==> src/htw_pkg.sv <==
// ----------------------------------------------------------------------------
// htw_pkg - shared types for the hierarchical timing wheel
// Result kinds, front-to-back job format and the engine state encoding.
// ----------------------------------------------------------------------------
package htw_pkg;

  localparam int LEVELS = 4;
  localparam int TOP_LEVEL = 3;

  typedef enum logic [1:0] {
    KIND_ADD_OK  = 2'd0,
    KIND_ADD_REJ = 2'd1,
    KIND_EXPIRY  = 2'd2
  } kind_t;

  typedef enum logic [1:0] {
    CMD_ADD,
    CMD_REJECT,
    CMD_TICK
  } cmd_t;

  typedef struct packed {
    cmd_t               cmd;
    logic [7:0]         tag;
    logic [31:0]        interval;
    logic signed [15:0] count;
  } job_t;

  typedef struct packed {
    kind_t      kind;
    logic [5:0] handle;
    logic [7:0] tag_out;
    logic       final_firing;
    logic       last;
  } res_t;

  typedef enum logic [4:0] {
    S_CLR, S_IDLE, S_ADD, S_ADD_OUT,
    S_FIRE0, S_FIRE1, S_FWALK, S_FEVT, S_FEND,
    S_ADV, S_MD0, S_MD1, S_MWALK, S_MNEXT,
    S_PL0, S_PL1, S_PL2,
    S_RARM0, S_RARM1, S_RARM2,
    S_DONE
  } eng_state_t;

  typedef enum logic [1:0] {
    RET_ADD,
    RET_MD,
    RET_RARM
  } ret_t;

endpackage

==> src/htw_in_if.sv <==
// ----------------------------------------------------------------------------
// htw_in_if - input channel of the timing wheel
// Valid/ready channel carrying one add or tick request per beat.
// ----------------------------------------------------------------------------
interface htw_in_if;
  logic               valid;
  logic               ready;
  logic               op;
  logic [7:0]         timer_tag;
  logic [31:0]        interval;
  logic signed [15:0] repeat_count;

  modport source (output valid, op, timer_tag, interval, repeat_count, input ready);
  modport sink   (input valid, op, timer_tag, interval, repeat_count, output ready);
endinterface

==> src/htw_front.sv <==
// ----------------------------------------------------------------------------
// htw_front - request intake
// Classify each request beat and hold it in a two-entry queue for the engine.
// ----------------------------------------------------------------------------
module htw_front (
  input  logic          clk,
  input  logic          rst_n,
  htw_in_if.sink        in_ch,
  output htw_pkg::job_t job,
  output logic          job_valid,
  input  logic          job_pop
);
  import htw_pkg::*;

  job_t       q_r [2];
  logic       wp_r, wp_nxt, rp_r, rp_nxt;
  logic [1:0] cnt_r, cnt_nxt;
  logic       push;
  job_t       cls;

  assign in_ch.ready = (cnt_r != 2'd2);
  assign push        = in_ch.valid && in_ch.ready;
  assign job_valid   = (cnt_r != 2'd0);
  assign job         = q_r[rp_r];

  // classify: tick, bad add (zero interval) or add with normalized count
  always_comb begin
    cls.tag      = in_ch.timer_tag;
    cls.interval = in_ch.interval;
    cls.count    = (in_ch.repeat_count == 16'sd0) ? 16'sd1 : in_ch.repeat_count;
    if (in_ch.op) begin
      cls.cmd = CMD_TICK;
    end else if (in_ch.interval == 32'd0) begin
      cls.cmd = CMD_REJECT;
    end else begin
      cls.cmd = CMD_ADD;
    end
  end

  always_comb begin
    wp_nxt  = wp_r ^ push;
    rp_nxt  = rp_r ^ job_pop;
    cnt_nxt = cnt_r + {1'b0, push} - {1'b0, job_pop};
  end

  always_ff @(posedge clk) begin
    if (!rst_n) begin
      wp_r  <= 1'b0;
      rp_r  <= 1'b0;
      cnt_r <= 2'd0;
    end else begin
      wp_r  <= wp_nxt;
      rp_r  <= rp_nxt;
      cnt_r <= cnt_nxt;
    end
  end

  always_ff @(posedge clk) begin
    if (push) begin
      q_r[wp_r] <= cls;
    end
  end
endmodule

==> src/flat_wrapper.sv <==
// flat-port wrapper written by rule: the top's interface ports become plain ports
module htw_front_flat import htw_pkg::*;
  (clk, rst_n, job, job_valid, job_pop, in_ch_valid, in_ch_op, in_ch_timer_tag, in_ch_interval, in_ch_repeat_count, in_ch_ready);
  htw_in_if in_ch_i ();
  input  logic clk;
  input  logic rst_n;
  output htw_pkg::job_t job;
  output logic job_valid;
  input  logic job_pop;
  input wire logic [$bits(in_ch_i.valid)-1:0] in_ch_valid;
  input wire logic [$bits(in_ch_i.op)-1:0] in_ch_op;
  input wire logic [$bits(in_ch_i.timer_tag)-1:0] in_ch_timer_tag;
  input wire logic [$bits(in_ch_i.interval)-1:0] in_ch_interval;
  input wire logic [$bits(in_ch_i.repeat_count)-1:0] in_ch_repeat_count;
  output wire logic [$bits(in_ch_i.ready)-1:0] in_ch_ready;
  assign in_ch_i.valid = in_ch_valid;
  assign in_ch_i.op = in_ch_op;
  assign in_ch_i.timer_tag = in_ch_timer_tag;
  assign in_ch_i.interval = in_ch_interval;
  assign in_ch_i.repeat_count = in_ch_repeat_count;
  assign in_ch_ready = in_ch_i.ready;
  htw_front u_core (.clk(clk), .rst_n(rst_n), .in_ch(in_ch_i), .job(job), .job_valid(job_valid), .job_pop(job_pop));
endmodule
==> config.mk <==
export PLATFORM = sky130hd
export DESIGN_NAME = htw_front_flat
export DESIGN_NICKNAME = d
export VERILOG_FILES = /design/src/htw_pkg.sv /design/src/htw_in_if.sv /design/src/htw_front.sv /design/src/flat_wrapper.sv
export SDC_FILE = /design/constraint.sdc
export NUM_CORES = 1
export LEC_CHECK = 0
export BUFFER_PORTS_ARGS = -buffer_cell sky130_fd_sc_hd__buf_2
export CAP_MARGIN = 15
export CELL_PAD_IN_SITES_DETAIL_PLACEMENT = 2
export CELL_PAD_IN_SITES_GLOBAL_PLACEMENT = 2
export CORE_AREA = 2 2 114 116
export DETAILED_ROUTE_END_ITERATION = 16
export DIE_AREA = 0 0 116 118
export GPL_TIMING_DRIVEN = 1
export PLACE_DENSITY_LB_ADDON = 0.1
export SYNTH_ARGS = -nofsm -noshare
export SYNTH_HDL_FRONTEND = slang
export SYNTH_SLANG_ARGS = --single-unit
export TNS_END_PERCENT = 30
==> constraint.sdc <==
create_clock -name clk -period 3.65 [get_ports clk]
set_clock_uncertainty 0.05 [all_clocks]
set_input_delay 0.73 -clock clk [delete_from_list [all_inputs] [get_ports clk]]
set_output_delay 0.73 -clock clk [all_outputs]
set_load 0.01 [all_outputs]
# Yosys cells after proc, flatten, opt, wreduce, memory -nomap -nowiden
# Memory sizes are Yosys's and may differ from the RTL's. A register that Yosys moved wholly into a read port is not among the register bits.
# Index checks and enable logic that the tools add are counted.
# Widths: inputs -> output; s select.
totals:
  regBits: 4
  ramBits: 116
  inputBits: 61
  out_inout_bits: 60
  wordCells: 19
  n_memories: 1
mem_list:
  columns: ["name", "depth", "word_bits", "rd", "rd_clocked_by_memory_dff", "wr", "line", "rtl"]
  rows:
  - ["u_core.q_r", 2, 58, 1, 1, 1, "htw_front.sv:15", "job_t q_r [2];"]
op_classes:
  addsub: 2
  n_eq_ne: 1
  mux: 6
  bitwise_logic: 2
  reduce_logical: 4
ops:
  columns: ["operator", "n"]
  rows:
  - ["$logic_not 32->1", 1]
  - ["$logic_not 16->1", 1]
  - ["$mux 16", 1]
  - ["$mux 1", 4]
  - ["$add 2x1->2", 1]
  - ["$mux 2", 1]
  - ["$ne 2x2->1 const B", 1]
  - ["$reduce_bool 2->1", 1]
  - ["$sub 2x1->2", 1]
  - ["$xor 1x1->1", 2]
  - ["$logic_and 1x1->1", 1]

# Longest topological paths before layout
# Gate-level depths: netlist of run 1.
logic_depth:
  word_depth: 4
  ltp_mapped: 7
  ltp_nobuf: 7

# Worst setup path after synthesis of run 1
# No wires, ideal clock.
synth_path:
  path_type: "input port to flip-flop"
  start: "in in_ch_valid"
  end: "mem u_core.q_r[0][0] (netlist bit) (enable)"
  setup_time_ns: 0.422
  arrival_ns: 2.319
  t_required_ns: 3.178
  setup_slack_ns: 0.858
  stages: 2
  n_path_buf: 0
  cell_sequence: "and2_1 -> ha_1"
synth_between:
  elab_chain_cells: 3
synth_lines:
  columns: ["item", "line", "rtl"]
  rows:
  - ["from (decl)", "flat_wrapper.sv:10", "input wire logic [$bits(in_ch_i.valid)-1:0] in_ch_valid;"]
  - ["$logic_and 1x1->1", "htw_front.sv:22", "assign push = in_ch.valid && in_ch.ready;"]
  - ["$mux 1", "htw_front.sv:59", "if (push) begin"]
  - ["$mux 1 (not written as such)", "htw_front.sv:60", "q_r[wp_r] <= cls;"]
  - ["to (decl)", "htw_front.sv:15", null]
# Every way passes these cells.

==> metrics.md, run 1 <==
| Metric | Value |
|---|---|
| Status | `complete, no violations` |
| Post-synth top flop | `edfxtp_1` |
| Switching power | `between 0.9 and 1 mW` |
| Nets | `around 420` |
| DIE AREA | `0.0137 mm^2` |
| P&R area growth vs syn | `26.2%` |
| First-pass GRT wire length | `15,000 um` |
| Final Hold Viols | `0` |
| Placed insts | `506` |
| Die Y | `118 um` |
| Critical path startpoint category | `flop` |
| Final Core Density | `47.3%` |
| I/O Buffers | `120` |
| VDD IR max | `0.000256 V` |
| Commonest cells in the netlist | `116 x edfxtp_1, 38 x mux2_2, 20 x mux2_4` |
| Slew @ Worst Pin | `917 ps` |
| Arrival @ worst endpoint | `around 2000 ps` |
| Cells after synthesis | `235` |
| Reg clk slew, reported paths | `50 ps` |
| Hold Path Class | `input port to flop` |
| Initial drt markers | `81` |
| Synth warn | `0` |
| TNS Setup | `0 ps` |
| Drt total wl | `9600 um` |
| Initial core utilization | `about 38%` |
| Post-route insts no fill | `537` |
| RSZ-0062 raised after global routing | `false` |
| Most common cell in the synthesized netlist | `edfxtp_1` |
| Final Cycle Share | `75.1%` |
| Post-DRT Antenna Nets | `0` |
| Via/cell ratio | `4.55` |
| Post-synth EDFFs | `between 100 and 150` |
| Root Driver | `clkbuf_16` |
| 1st-pass router iterations | `4` |
| Ant. Diodes | `0` |
| Netlist Area Pre-Place | `0.00466 mm^2` |
| Core area | `0.0124 mm^2` |
| Unique cell type count in the Yosys netlist | `21` |
| Asr flop ratio synth | `0%` |
| Synth top area share | `74.8%` |
| CTS resizes | `0` |
| Slew margin rel. | `38.9%` |
| Row count | `41` |
| CP endpoint kind | `output port` |
| Net Sw Frac | `24.4%` |
| Final setup fails | `0` |
| Logic pwr share | `16.9%` |
| Post-synthesis register bit count | `121` |
| Final Slew Violations | `0` |
| CTS H-Tree Depth | `4` |
| Number of global-route vias before repair | `2,736` |
| Sequential share of power | `around half` |
| Pleak | `between 2 and 2.5 nW` |
| Fmax | `365 MHz` |
| Post-synthesis average cell area | `just under 20 um^2` |
| Register area share after synthesis | `76.9%` |
| Clock power frac | `34.8%` |
| CTS Buf Count | `17` |
| Setup CP Type | `flop to output port` |
| DRC errors left | `0` |
| I/O Pins | `121` |
| GRT Overall Usage | `15.1%` |
| Internal power | `about 3 mW` |
| WHS | `around 470 ps` |
| Largest net degree at the start of global routing | `59` |
| GPL Wtd Cong | `0.686` |
| Post-Synthesis Net Count | `300` |
| Initial antenna violation count | `0` |
| Pwr Total | `3.91 mW` |
| Req. time, crit path | `approximately 2900 ps` |
| Fillcell total | `1,185` |
| Hold_buf cts | `0` |
| Worst skew pair latency | `400 ps` |
| Post-DP HPWL | `6380 um` |
| Clock buffer depth | `2` |
| Pwr dens | `666 mW/mm^2` |
| CTS Sinks | `121` |
| CTS tree | `yes` |
| Via count | `2,445` |
| Area leader, netlist | `edfxtp_1` |
| Layout cells sized above 1 | `between 50 and 60%` |
| Gr ovfl total | `0` |
| Critical path peak fanout | `58` |
| Setup bufs post-CTS | `0` |
| Top area cells in the synthesized netlist | `edfxtp_1 75%, mux2_2 9.2%, mux2_4 6.4%, dfxtp_1 2.1%, nor4_1 1.3%` |
| WL/cell | `17.9 um` |
| Minimum clock period after layout | `2740 ps` |
| Die Width | `116 um` |
| Max cap viols | `0` |
==> state kept, by name (all words and copies together) (netlist names), named ones only <==
register,count
u_core.cnt_r,2
u_core.wp_r,1
u_core.rp_r,1
u_core.q_r,116
==> power groups by stage <==
| stage | Combinational (mW) | Clock, mW | Sequential [mW] |
|---|---|---|---|
| finish | 0.660 | 1.36 | 1.89 |
| global route | 0.729 | 1.46 | 1.92 |
| CTS | 0.685 | 1.40 | 1.90 |
| detailed placement | 0.683 | 0 | 1.92 |
| global placement | 0.674 | 0 | 1.91 |
| floorplan | 0.433 | 0 | 1.87 |
==> kinds of logic after synthesis <==
group | after synthesis | synth area share [%]
buffers and inverters | 24 | 2.50
muxes | 58 | 15.6
DFF | 121 | 76.9
adders and majority gates | 4 | 1.07
xor gates and xnor gates | 3 | 0.564
AOI/OAI and AO/OA | 1 | 0.215
and+or+nand+nor | 24 | 3.06
==> stage by stage <==
step / area, um^2 / setup slack [ps]
floorplan: 4660 / 858
global route: 5880 / 779
CTS: 5880 / 843
finish: 5880 / 909
global placement: 5400 / 1280
detailed placement: 5400 / 1270
==> layout make-up <==
type / instances / area [um^2] / area share [%]
flip-flops and latches: 121 / 3590 / 61.1
multi-input cells: 90 / 982 / 16.7
repair buffers: 120 / 601 / 10.2
clock buffers: 23 / 448 / 7.62
well taps: 172 / 215 / 3.66
clock inverters: 8 / 31.3 / 0.532
inverters: 3 / 11.3 / 0.192
==> worst paths after layout <==
check	startpoint	endpoint	slack (ps)	depth (start not counted)
worst max-delay path	flop	job[57]	910	2
worst min-delay path	in_ch_timer_tag[1]	u_core.q_r[1][49]$_DFFE_PP_	470	1
worst max register to register	u_core.cnt_r[0]$_SDFF_PN0_	u_core.q_r[1][8]$_DFFE_PP_	1730	4
worst min register to register	u_core.rp_r$_SDFF_PN0_	flop	520	2
==> worst max-delay path, cell delays in order, from the launching register on <==
cell and delay, ps:
dfxtp_4 960, mux2_2 440, buf_2 150
==> per-layer routing <==
layer | track usage (%) | up-vias | share of wire [%]
li1 | - | 1141 | -
met1 | 17.7 | 1220 | 41
met2 | 25.3 | 73 | 53
met3 | 4.94 | 11 | 4.6
met4 | 6.10 | 0 | 1.3
met5 | 0 | - | 0
==> cells in the final DEF, fill, tap and decap left out, drive strengths merged, types with 3 or more instances in the layout <==
cell    synthesis  layout
nor4           10      10
clkbuf         15      23
and2            5       5
clkinv          0       8
buf             6     120
mux2           58      58
inv             3       3
ha              4       4
dfxtp           5       5
edfxtp        116     116
Power figures use the tool's default switching activity.
==> run 2: changes to the inputs <==
Clock period 3.65 ns to 2.8 ns, I/O delays scaled along.
==> run 2 against run 1 <==
Core utilization grew 1.3 points. Critical endpoint is now job[24]. Critical path type unchanged. Total power grew 39%. Via count grew 2.7%. Clock power grew 49%. Register-to-register slack lost 750 ps. Cell count grew 1.9%. Non-clock buffer count grew 9. Sequential power grew 29%.
==> metrics.md, run 2 (synthesis results as in run 1) <==
| Metric | Value |
|---|---|
| Hold_buf cts | `0` |
| Status | `complete, no violations` |
| Critical path peak fanout | `27` |
| Max cap viols | `0` |
| Critical Path Slowest Stage Cell | `dfxtp_4` |
| Setup bufs post-CTS | `0` |
| Die Y | `around 120 um` |
| Top Registers | `u_core.q_r x116, u_core.cnt_r x2` |
| Design area | `approximately 0.0060 mm^2` |
| Pwr dens | `~900 mW/mm^2` |
| Nets | `427` |
| Final Slew Violations | `0` |
| TNS Setup | `0 ps` |
| Final Cycle Share | `86.1%` |
| WL/cell | `approximately 19 um` |
| Post-DRT Antenna Nets | `0` |
| First-pass GRT wire length | `between 15,000 and 20,000 um` |
| Largest register FFs | `116` |
| CP endpoint kind | `output port` |
| Ant. Diodes | `0` |
| I/O Pins | `121` |
| Via/cell ratio | `4.59` |
| Pleak | `2.30 nW` |
| P&R area growth vs syn | `29.7%` |
| Minimum clock period after layout | `2410 ps` |
| Req. time, crit path | `2190 ps` |
| Layout cells sized above 1 | `57.3%` |
| CTS Sinks | `121` |
| Arrival @ worst endpoint | `1800 ps` |
| RR Startpoint | `u_core.cnt_r[0]$_SDFF_PN0_` |
| Die Width | `around 120 um` |
| Drt total wl | `a little over 10,000 um` |
| Fillcell total | `roughly 1,200` |
| 1st-pass router iterations | `4` |
| Min-delay src | `in_ch_timer_tag[7]` |
| Slew @ Worst Pin | `460 ps` |
| Slew margin rel. | `69.1%` |
| Final Hold Viols | `0` |
| DIE AREA | `roughly 0.014 mm^2` |
| Initial antenna violation count | `1` |
| Clock buffer depth | `2` |
| Most common cell after layout, fill and taps aside | `buf_2` |
| GPL Wtd Cong | `0.675` |
| Reg clk slew, reported paths | `60 ps` |
| Fmax | `415 MHz` |
| Core area | `~0.012 mm^2` |
| CP max stage delay | `600 ps` |
| RSZ-0062 raised after global routing | `false` |
| Root Driver | `clkbuf_16` |
| Number of global-route vias before repair | `2,764` |
| Placement Cell Area | `0.00549 mm^2` |
| Leading cell types in the layout, fill and taps excluded | `120 x buf_2, 116 x edfxtp_1, 38 x mux2_2, 20 x mux2_4, 17 x clkbuf_16` |
| Gr ovfl total | `0` |
| GRT Overall Usage | `between 10% and 20%` |
| Post-DP HPWL | `6770 um` |
| Area of the multi-input gates | `982 um^2` |
| Via count | `2,511` |
| VDD IR max | `0.000521 V` |
| I/O Buffers | `120` |
| Critical path startpoint category | `flop` |
| CTS resizes | `0` |
| Worst skew pair latency | `410 ps` |
| Cell chain of the critical path | `buf_4, mux2_2, buf_2` |
| Row count | `41` |
| CTS Buf Count | `17` |
| Most flop-heavy register | `u_core.q_r` |
| Hold Path Class | `input port to flop` |
| Largest net degree at the start of global routing | `31` |
| CTS H-Tree Depth | `4` |
| Initial drt markers | `120` |
| DRC errors left | `0` |
| Setup CP Type | `flop to output port` |
| Final setup fails | `0` |
| CTS tree | `yes` |
| WHS | `around 290 ps` |
| Initial core utilization | `37.5%` |
| Area occupied by registers | `about 0.0036 mm^2` |
==> run 2: layer usage <==
metal	part of all wire, %	GRT usage [%]	wire [um]	up-vias
li1	-	-	-	1161
met1	40	18.5	4050	1261
met2	54	26.6	5450	78
met3	5.0	5.87	507	9
met4	1.2	5.80	122	2
met5	0.17	0	17	-
==> run 2: stage by stage <==
| step | total power, mW | util (%) | cells | setup slack [ps] |
|---|---|---|---|---|
| 3_3_place_gp | 3.41 | 44.2 | 515 | 768 |
| 4_1_cts | 5.51 | 48.6 | 547 | 318 |
| 3_5_place_dp | 3.45 | 44.2 | 515 | 766 |
| 5_1_grt | 5.66 | 48.6 | 547 | 283 |
| 2_1_floorplan | 3.00 | - | 235 | 178 |
| 6_report | 5.42 | 48.6 | 547 | 390 |
==> run 2: where the power goes <==
group | total, mW | internal (mW) | switching (mW)
Sequential | 2.44 | 2.34 | 0.0930
Combinational | 0.955 | 0.453 | 0.502
Clock | 2.03 | 1.31 | 0.721
==> run 2: worst paths after layout <==
check	to	slack (ps)	depth (start not counted)
min	u_core.q_r[0][55]$_DFFE_PP_	290	1
max reg2reg	u_core.q_r[0][47]$_DFFE_PP_	980	5
min reg2reg	flop	520	2
max	job[24]	390	3
==> run 2: worst max-delay path: cells and delay by family (launching register included) <==
family | cells | cell delay (ps)
DFF | 1 | 600
buffers and inverters | 2 | 420
muxes | 1 | 370
==> run 2: cell type report <==
cell class / count / share of cell area, %
well taps: 172 / 3.56
repair buffers: 129 / 11.5
clock buffers: 29 / 8.45
inverters: 3 / 0.186
flip-flops and latches: 121 / 59.4
clock inverters: 3 / 0.663
multi-input cells: 90 / 16.3
